File: src/rtl/sfb_pkg.sv
// Shared types and constants for the sample frame builder.
`timescale 1ns / 1ps
package sfb_pkg;

  localparam int unsigned SAMPLE_BITS = 10;
  localparam int unsigned BYTE_BITS   = 8;
  localparam int unsigned KIND_BITS   = 3;
  localparam int unsigned SPF_BITS    = 9;
  localparam int unsigned APB_AW      = 4;
  localparam int unsigned APB_DW      = 32;

  typedef logic [SAMPLE_BITS-1:0] sample_t;
  typedef logic [BYTE_BITS-1:0]   byte_t;
  typedef logic [KIND_BITS-1:0]   kind_t;
  typedef logic [SPF_BITS-1:0]    spf_t;

  // byte_kind codes
  localparam kind_t KIND_PREAMBLE = 3'd0;
  localparam kind_t KIND_START    = 3'd1;
  localparam kind_t KIND_SAMPLE   = 3'd2;
  localparam kind_t KIND_CHECKSUM = 3'd3;
  localparam kind_t KIND_END      = 3'd4;

  // register indexes (word address paddr[3:2])
  localparam logic [1:0] REG_SPF      = 2'd0;
  localparam logic [1:0] REG_PREAMBLE = 2'd1;
  localparam logic [1:0] REG_START    = 2'd2;
  localparam logic [1:0] REG_END      = 2'd3;

  localparam spf_t  SPF_RESET      = 9'd128;
  localparam byte_t PREAMBLE_RESET = 8'hAA;
  localparam byte_t START_RESET    = 8'h53;
  localparam byte_t END_RESET      = 8'h45;

  typedef struct packed {
    spf_t  samples_per_frame;
    byte_t preamble_byte;
    byte_t start_byte;
    byte_t end_byte;
  } cfg_t;

  // what one accepted sample turns into
  typedef struct packed {
    byte_t data;
    byte_t checksum;
    logic  first;
    logic  last;
  } item_t;

endpackage

File: src/rtl/sfb_in_if.sv
// Sample input channel: valid/ready with one converter reading.
`timescale 1ns / 1ps
interface sfb_in_if;
  import sfb_pkg::*;

  logic    valid;
  logic    ready;
  sample_t sample;

  modport source (output valid, output sample, input ready);
  modport sink   (input valid, input sample, output ready);
endinterface

File: src/rtl/sfb_out_if.sv
// Byte output channel: valid/ready with byte, kind and end-of-run flag.
`timescale 1ns / 1ps
interface sfb_out_if;
  import sfb_pkg::*;

  logic  valid;
  logic  ready;
  byte_t tx_byte;
  kind_t byte_kind;
  logic  last_of_run;

  modport source (output valid, output tx_byte, output byte_kind, output last_of_run,
                  input ready);
  modport sink   (input valid, input tx_byte, input byte_kind, input last_of_run,
                  output ready);
endinterface

File: src/rtl/sfb_cfg_regs.sv
// APB register block holding frame length and flag bytes.
`timescale 1ns / 1ps
module sfb_cfg_regs (
  input  logic                        clk_i,
  input  logic                        rst_ni,
  input  logic                        psel,
  input  logic                        penable,
  input  logic                        pwrite,
  input  logic [sfb_pkg::APB_AW-1:0]  paddr,
  input  logic [sfb_pkg::APB_DW-1:0]  pwdata,
  output logic [sfb_pkg::APB_DW-1:0]  prdata,
  output logic                        pready,
  output sfb_pkg::cfg_t               cfg_o
);
  import sfb_pkg::*;

  cfg_t       cfg_q, cfg_d;
  logic       wr_en;
  logic [1:0] reg_idx;

  assign pready  = 1'b1;
  assign wr_en   = psel && penable && pwrite;
  assign reg_idx = paddr[3:2];

  always_comb begin
    cfg_d = cfg_q;
    if (wr_en) begin
      unique case (reg_idx)
        REG_SPF:      cfg_d.samples_per_frame = pwdata[SPF_BITS-1:0];
        REG_PREAMBLE: cfg_d.preamble_byte     = pwdata[BYTE_BITS-1:0];
        REG_START:    cfg_d.start_byte        = pwdata[BYTE_BITS-1:0];
        REG_END:      cfg_d.end_byte          = pwdata[BYTE_BITS-1:0];
        default:      cfg_d = cfg_q;
      endcase
    end
  end

  always_ff @(posedge clk_i or negedge rst_ni) begin
    if (!rst_ni) begin
      cfg_q.samples_per_frame <= SPF_RESET;
      cfg_q.preamble_byte     <= PREAMBLE_RESET;
      cfg_q.start_byte        <= START_RESET;
      cfg_q.end_byte          <= END_RESET;
    end else begin
      cfg_q <= cfg_d;
    end
  end

  always_comb begin
    prdata = '0;
    unique case (reg_idx)
      REG_SPF:      prdata[SPF_BITS-1:0]  = cfg_q.samples_per_frame;
      REG_PREAMBLE: prdata[BYTE_BITS-1:0] = cfg_q.preamble_byte;
      REG_START:    prdata[BYTE_BITS-1:0] = cfg_q.start_byte;
      REG_END:      prdata[BYTE_BITS-1:0] = cfg_q.end_byte;
      default:      prdata = '0;
    endcase
  end

  assign cfg_o = cfg_q;

endmodule

File: src/rtl/sfb_frame_ctl.sv
// Frame position and running checksum; classifies each accepted sample.
`timescale 1ns / 1ps
module sfb_frame_ctl (
  input  logic                clk_i,
  input  logic                rst_ni,
  input  logic                accept_i,
  input  sfb_pkg::sample_t    sample_i,
  input  sfb_pkg::spf_t       spf_i,
  output sfb_pkg::item_t      item_o
);
  import sfb_pkg::*;

  byte_t            pos_q, pos_d;
  byte_t            sum_q, sum_d;
  byte_t            data;
  byte_t            sum_next;
  spf_t             frame_len;
  logic [SPF_BITS-1:0] pos_inc;
  logic             last;

  // zero acts as one, anything above 256 acts as 256
  always_comb begin
    priority if (spf_i == '0) begin
      frame_len = 9'd1;
    end else if (spf_i[8] && (spf_i[7:0] != '0)) begin
      frame_len = 9'd256;
    end else begin
      frame_len = spf_i;
    end
  end

  assign data     = sample_i[SAMPLE_BITS-1 -: BYTE_BITS];
  assign sum_next = sum_q + data;
  assign pos_inc  = {1'b0, pos_q} + 9'd1;
  assign last     = (pos_inc >= frame_len);

  assign item_o.data     = data;
  assign item_o.checksum = sum_next;
  assign item_o.first    = (pos_q == '0);
  assign item_o.last     = last;

  always_comb begin
    pos_d = pos_q;
    sum_d = sum_q;
    if (accept_i) begin
      if (last) begin
        pos_d = '0;
        sum_d = '0;
      end else begin
        pos_d = pos_inc[BYTE_BITS-1:0];
        sum_d = sum_next;
      end
    end
  end

  always_ff @(posedge clk_i or negedge rst_ni) begin
    if (!rst_ni) begin
      pos_q <= '0;
      sum_q <= '0;
    end else begin
      pos_q <= pos_d;
      sum_q <= sum_d;
    end
  end

endmodule

File: src/rtl/sample_frame_builder.sv
// Top level: builds preamble/start/sample/checksum/end byte frames from samples.
//
//  channel   dir  signals                                  transfer
//  in_ch_i   in   valid ready sample[9:0]               one sample
//  out_ch_o  out  valid ready tx_byte byte_kind last_of_run  one frame byte
//  apb       in   psel penable pwrite paddr pwdata prdata pready   register write/read
//
// Each sample gives 1 to 6 bytes, one byte per cycle through the output register while
// the output is not stalled: 1 mid-frame, up to 6 for a one-sample frame, since the
// output channel has a single byte lane.
// The next sample is taken in the cycle its predecessor's last byte enters the output register.
// Reset clears frame position, checksum and both valid flags; registers take defaults.
// Output stalls hold the byte in place and back up into the sample input.
`timescale 1ns / 1ps
module sample_frame_builder (
  input  logic                        clk_i,
  input  logic                        rst_ni,
  sfb_in_if.sink                      in_ch_i,
  sfb_out_if.source                   out_ch_o,
  input  logic                        psel,
  input  logic                        penable,
  input  logic                        pwrite,
  input  logic [sfb_pkg::APB_AW-1:0]  paddr,
  input  logic [sfb_pkg::APB_DW-1:0]  pwdata,
  output logic [sfb_pkg::APB_DW-1:0]  prdata,
  output logic                        pready
);
  import sfb_pkg::*;

  // byte positions within one sample's run
  localparam logic [2:0] STEP_PRE0   = 3'd0;
  localparam logic [2:0] STEP_PRE1   = 3'd1;
  localparam logic [2:0] STEP_START  = 3'd2;
  localparam logic [2:0] STEP_SAMPLE = 3'd3;
  localparam logic [2:0] STEP_CKSUM  = 3'd4;
  localparam logic [2:0] STEP_END    = 3'd5;

  cfg_t       cfg;
  item_t      item;
  logic       accept;

  logic       item_vld_q, item_vld_d;
  logic [2:0] step_q, step_d;
  item_t      held_q, held_d;

  logic       out_vld_q, out_vld_d;
  byte_t      out_byte_q, out_byte_d;
  kind_t      out_kind_q, out_kind_d;
  logic       out_last_q, out_last_d;

  logic       out_free;
  logic       emit;
  logic       at_last;
  byte_t      res_byte;
  kind_t      res_kind;

  sfb_cfg_regs u_cfg (
    .clk_i   (clk_i),
    .rst_ni  (rst_ni),
    .psel    (psel),
    .penable (penable),
    .pwrite  (pwrite),
    .paddr   (paddr),
    .pwdata  (pwdata),
    .prdata  (prdata),
    .pready  (pready),
    .cfg_o   (cfg)
  );

  sfb_frame_ctl u_frame (
    .clk_i    (clk_i),
    .rst_ni   (rst_ni),
    .accept_i (accept),
    .sample_i (in_ch_i.sample),
    .spf_i    (cfg.samples_per_frame),
    .item_o   (item)
  );

  assign out_free = !out_vld_q || out_ch_o.ready;
  assign emit     = item_vld_q && out_free;
  assign at_last  = held_q.last ? (step_q == STEP_END) : (step_q == STEP_SAMPLE);

  assign in_ch_i.ready = !item_vld_q || (emit && at_last);
  assign accept        = in_ch_i.valid && in_ch_i.ready;

  always_comb begin
    unique case (step_q)
      STEP_PRE0, STEP_PRE1: begin
        res_byte = cfg.preamble_byte;
        res_kind = KIND_PREAMBLE;
      end
      STEP_START: begin
        res_byte = cfg.start_byte;
        res_kind = KIND_START;
      end
      STEP_SAMPLE: begin
        res_byte = held_q.data;
        res_kind = KIND_SAMPLE;
      end
      STEP_CKSUM: begin
        res_byte = held_q.checksum;
        res_kind = KIND_CHECKSUM;
      end
      STEP_END: begin
        res_byte = cfg.end_byte;
        res_kind = KIND_END;
      end
      default: begin
        res_byte = held_q.data;
        res_kind = KIND_SAMPLE;
      end
    endcase
  end

  always_comb begin
    item_vld_d = item_vld_q;
    step_d     = step_q;
    held_d     = held_q;
    if (accept) begin
      item_vld_d = 1'b1;
      step_d     = item.first ? STEP_PRE0 : STEP_SAMPLE;
      held_d     = item;
    end else if (emit) begin
      if (at_last) begin
        item_vld_d = 1'b0;
      end else begin
        step_d = step_q + 3'd1;
      end
    end
  end

  always_comb begin
    out_vld_d  = out_vld_q;
    out_byte_d = out_byte_q;
    out_kind_d = out_kind_q;
    out_last_d = out_last_q;
    if (emit) begin
      out_vld_d  = 1'b1;
      out_byte_d = res_byte;
      out_kind_d = res_kind;
      out_last_d = at_last;
    end else if (out_ch_o.ready) begin
      out_vld_d = 1'b0;
    end
  end

  always_ff @(posedge clk_i or negedge rst_ni) begin
    if (!rst_ni) begin
      item_vld_q <= 1'b0;
      step_q     <= STEP_PRE0;
      out_vld_q  <= 1'b0;
    end else begin
      item_vld_q <= item_vld_d;
      step_q     <= step_d;
      out_vld_q  <= out_vld_d;
    end
  end

  always_ff @(posedge clk_i) begin
    held_q     <= held_d;
    out_byte_q <= out_byte_d;
    out_kind_q <= out_kind_d;
    out_last_q <= out_last_d;
  end

  assign out_ch_o.valid       = out_vld_q;
  assign out_ch_o.tx_byte     = out_byte_q;
  assign out_ch_o.byte_kind   = out_kind_q;
  assign out_ch_o.last_of_run = out_last_q;

endmodule

File: src/flat_wrapper.sv
// flat-port wrapper written by rule: the top's interface ports become plain ports
module sample_frame_builder_flat import sfb_pkg::*;
  (clk_i, rst_ni, psel, penable, pwrite, paddr, pwdata, prdata, pready, in_ch_i_valid, in_ch_i_sample, in_ch_i_ready, out_ch_o_valid, out_ch_o_tx_byte, out_ch_o_byte_kind, out_ch_o_last_of_run, out_ch_o_ready);
  sfb_in_if in_ch_i_i ();
  sfb_out_if out_ch_o_i ();
  input  logic clk_i;
  input  logic rst_ni;
  input  logic psel;
  input  logic penable;
  input  logic pwrite;
  input  logic [sfb_pkg::APB_AW-1:0] paddr;
  input  logic [sfb_pkg::APB_DW-1:0] pwdata;
  output logic [sfb_pkg::APB_DW-1:0] prdata;
  output logic pready;
  input wire logic [$bits(in_ch_i_i.valid)-1:0] in_ch_i_valid;
  input wire logic [$bits(in_ch_i_i.sample)-1:0] in_ch_i_sample;
  output wire logic [$bits(in_ch_i_i.ready)-1:0] in_ch_i_ready;
  output wire logic [$bits(out_ch_o_i.valid)-1:0] out_ch_o_valid;
  output wire logic [$bits(out_ch_o_i.tx_byte)-1:0] out_ch_o_tx_byte;
  output wire logic [$bits(out_ch_o_i.byte_kind)-1:0] out_ch_o_byte_kind;
  output wire logic [$bits(out_ch_o_i.last_of_run)-1:0] out_ch_o_last_of_run;
  input wire logic [$bits(out_ch_o_i.ready)-1:0] out_ch_o_ready;
  assign in_ch_i_i.valid = in_ch_i_valid;
  assign in_ch_i_i.sample = in_ch_i_sample;
  assign in_ch_i_ready = in_ch_i_i.ready;
  assign out_ch_o_valid = out_ch_o_i.valid;
  assign out_ch_o_tx_byte = out_ch_o_i.tx_byte;
  assign out_ch_o_byte_kind = out_ch_o_i.byte_kind;
  assign out_ch_o_last_of_run = out_ch_o_i.last_of_run;
  assign out_ch_o_i.ready = out_ch_o_ready;
  sample_frame_builder u_core (.clk_i(clk_i), .rst_ni(rst_ni), .in_ch_i(in_ch_i_i), .out_ch_o(out_ch_o_i), .psel(psel), .penable(penable), .pwrite(pwrite), .paddr(paddr), .pwdata(pwdata), .prdata(prdata), .pready(pready));
endmodule
File: config.mk
export PLATFORM = sky130hd
export DESIGN_NAME = sample_frame_builder_flat
export DESIGN_NICKNAME = d
export VERILOG_FILES = /design/src/rtl/sfb_pkg.sv /design/src/rtl/sfb_in_if.sv /design/src/rtl/sfb_out_if.sv /design/src/rtl/sfb_cfg_regs.sv /design/src/rtl/sfb_frame_ctl.sv /design/src/rtl/sample_frame_builder.sv /design/src/flat_wrapper.sv
export SDC_FILE = /design/constraint.sdc
export NUM_CORES = 1
export LEC_CHECK = 0
export ABC_CLOCK_PERIOD_IN_PS = 2600
export BUFFER_PORTS_ARGS = -buffer_cell sky130_fd_sc_hd__buf_2
export CELL_PAD_IN_SITES_DETAIL_PLACEMENT = 0
export CELL_PAD_IN_SITES_GLOBAL_PLACEMENT = 1
export CORE_MARGIN = 2
export CORE_UTILIZATION = 39
export DETAILED_ROUTE_END_ITERATION = 8
export HOLD_SLACK_MARGIN = 0.12
export PLACE_DENSITY_LB_ADDON = 0.1
export SYNTH_ARGS = -nofsm -noshare
export SYNTH_HDL_FRONTEND = slang
export SYNTH_SLANG_ARGS = --single-unit
File: constraint.sdc
create_clock -name clk_i -period 2.6 [get_ports clk_i]
set_input_delay 0.26 -clock clk_i [delete_from_list [all_inputs] [get_ports clk_i]]
set_output_delay 0.26 -clock clk_i [all_outputs]
set_load 0.02 [all_outputs]
==> flow_summary.json <==
{
  "outcome": "completed",
  "gr-usage-all-layers_pct": 18.1,
  "start_kind": "flip-flop",
  "synth_area_per_cell_sq_um": 11.8,
  "finalSetupViolations": 0,
  "min_period_ns": 2.52,
  "fin_crit_sh_pct": 97.0,
  "crit_fanout": 5,
  "cts_tree": "built",
  "drc": 0,
  "synth_cells": 389,
  "worst_path_max_delay_cell": "or3_4",
  "ys.flop_type": "dfrtp_1",
  "synth.top_cell.area_share_pct": 22.9,
  "slowest_delay_ns": 0.39,
  "multi_input_area_sq_mm": 0.00223,
  "fp.dieW_microns": 112,
  "cts.sink_count": 83,
  "worstSetupStartpoint": "u_core.u_frame.pos_q[4]",
  "drv_cap": 0,
  "row_count": 39,
  "regArea_sq_mm": 0.00224,
  "clock_path_buffers": 2,
  "hold_viol": 0,
  "drive_above_1_share_pct": 36.8,
  "crit_chain": "and3_4, nand3_2, nor2_4, xnor2_2, inv_2, ha_4, nand4_4, or3_4, o311ai_4, buf_6, nor2_2, a221o_1",
  "layout.nets": 547,
  "critical_path_arrival_ns": 2.75,
  "cts_max_level": 3,
  "crit_required_ns": 2.83,
  "min-delay-start": "in_ch_i_sample[2]",
  "slew_viol_final": 0,
  "ys_seq_elements": 83,
  "routed_wirelength_mm": 11.0,
  "clock_latency_ns": 0.34,
  "grt_max_degree": 33,
  "syn_to_final_growth_pct": 21.8,
  "finClkSkew_ns": 0.00735,
  "slew_headroom_pct": 57.2,
  "die_h_microns": 112,
  "port_buffers": 48,
  "min_path_type": "in -> reg",
  "max_freq_mhz": 396,
  "wl_per_cell_microns": 17.7,
  "overflow": 0,
  "root_buffer": "clkbuf_16",
  "synth_edf_count": 29,
  "crit_type": "reg -> reg",
  "yosys-top-cells-count": "45 x nand2_1, 42 x dfrtp_1, 34 x mux2_2, 29 x edfxtp_1, 25 x buf_4",
  "syn-cell-area_sq_mm": 0.00458,
  "drt-vias-per-instance": 5.13,
  "yosys-top-cells-area": "dfrtp_1 23%, edfxtp_1 19%, mux2_2 8.4%",
  "gp_congestion": 0.771,
  "yosysSeqAreaShare_pct": 48.8,
  "numCtsBuffers": 9,
  "grt_pass1_vias": 3099,
  "place_hpwl_mm": 7.95,
  "leakagePower_nw": 2.45,
  "first_iter_violations": 165,
  "synth_cell_types": 57,
  "synthArstFlopShare_pct": 65.1,
  "fill_cells": 1066,
  "io_pins": 100,
  "ant_nets": 0,
  "vdd_ir_drop_max_uv": 419,
  "num_antenna_cells": 0,
  "power.total_mw": 5.93,
  "core_area_sq_mm": 0.0114,
  "endpoint_kind": "flip-flop",
  "dieArea_sq_mm": 0.0126,
  "powerDensity_mw_per_mm2": 1060,
  "tightest_slew_ns": 0.643,
  "place_ws_ns": -0.0806,
  "synth_top_cell_by_area": "dfrtp_1",
  "setup_slack_ns": 0.0779,
  "yosysMostFrequentCell": "nand2_1",
  "antenna_found_initial": 0,
  "reg2reg_from": "u_core.u_frame.pos_q[4]",
  "start_util_pct": 40.1,
  "clk_pin_slew_ns": 0.07,
  "dr.pass1.iters": 4,
  "yosys_warnings": 0,
  "vias": 3170,
  "grt_pass1_wl_mm": 17.6
}
## per-layer routing
| metal | up-vias | part of all wire [%] | global-route usage, % |
|---|---|---|---|
| li1 | 1524 | - | - |
| met1 | 1548 | 48 | 26.7 |
| met2 | 86 | 45 | 26.9 |
| met3 | 12 | 4.6 | 3.67 |
| met4 | 0 | 1.5 | 6.10 |
| met5 | - | 0 | 0 |
## report_power, final
part	internal, mW	total [mW]	leakage (nW)	switching [mW]
registers	1.84	2.08	0.923	0.249
logic	1.14	2.52	1.38	1.38
clock network	0.760	1.33	0.151	0.567
## flip-flops by register name (all words and copies together) (netlist names)
signal	count
u_core.held_q	17
u_core.item_vld_q	1
u_core.out_ch_o.byte_kind	3
u_core.out_ch_o.last_of_run	1
u_core.out_ch_o.tx_byte	8
u_core.out_ch_o.valid	1
u_core.step_q	3
u_core.u_cfg.cfg_o	33
u_core.u_frame.pos_q	8
u_core.u_frame.sum_q	8
## path summary, 6_finish.rpt
kind	slack, ns	depth (start not counted)	endpoint
worst max-delay path	0.08	12	u_core.u_frame.pos_q[6]
worst min-delay path	0.13	1	u_core.held_q[10]
worst max register to register	0.08	12	u_core.u_frame.pos_q[6]
worst min register to register	0.49	2	u_core.u_frame.sum_q[0]
max in group asynchronous	1.50	3	u_core.u_cfg.cfg_o[9]
min in group asynchronous	0.46	2	u_core.u_cfg.cfg_o[16]
## worst max-delay path: cells and delay by family, from the launching register on
family | cells | cell delay (ns)
buffers and inverters | 2 | 0.25
flip-flops | 1 | 0.36
AND/OR/NAND/NOR | 6 | 0.98
AO/OA/AOI/OAI | 2 | 0.41
adder cells (fa/ha/maj) | 1 | 0.28
XOR/XNOR | 1 | 0.13
## cells in the final DEF (no fill, tap or decap), types with 7 or more instances in the layout
| master | instances |
|---|---|
| inv_1 | 13 |
| dfrtp_1 | 42 |
| mux2i_1 | 7 |
| mux2_2 | 34 |
| a21oi_1 | 9 |
| clkbuf_16 | 9 |
| edfxtp_1 | 29 |
| buf_4 | 27 |
| nand2_1 | 45 |
| buf_2 | 48 |
| o21ai_0 | 11 |
| nor2_1 | 16 |
| xnor2_1 | 8 |
| conb_1 | 24 |
| ha_1 | 20 |
| dfstp_2 | 12 |
| mux4_2 | 8 |
| a22oi_1 | 7 |
## cell type report
type / instances / share of cell area [%]
clock inverters: 7 / 1.48
repair buffers: 86 / 10.3
multi-input cells: 275 / 39.9
well taps: 143 / 3.20
flip-flops and latches: 83 / 40.1
clock buffers: 9 / 4.03
inverters: 15 / 1.01
## logic make-up (layout without fill, tap and decap cells)
family,count (synthesis),in the layout,share of synthesized area [%]
XOR/XNOR,12,12,2.29
multiplexers,49,49,13.8
AO/OA/AOI/OAI,68,68,11.2
AND/OR/NAND/NOR,98,98,10.2
buffers and inverters,53,117,6.77
other,2,24,0.164
flip-flops,83,83,48.8
adder cells (fa/ha/maj),24,24,6.72
## through the flow
stage	TNS (ns)	hold slack (ns)	util [%]	std cells	cell area, sq um
after floorplan	0	-0.0356	-	411	4660
after global placement	-0.0800	0.294	44.3	591	5060
after detailed placement	-0.101	0.288	44.3	591	5060
after CTS	0	0.122	47.8	614	5460
after global routing	-0.0426	0.127	48.9	618	5580
final	0	0.134	48.9	618	5580
## repair_timing
| item | CTS | global route |
|---|---|---|
| setup buffers | 1 | 4 |
| endpoints found under the setup margin | 5 | 8 |
| gates resized for setup | 4 | 17 |
| hold endpoints to repair | 19 | 0 |
| pin swaps | 4 | 16 |
| hold buffers | 6 | 0 |
Power figures use the tool's default switching activity.
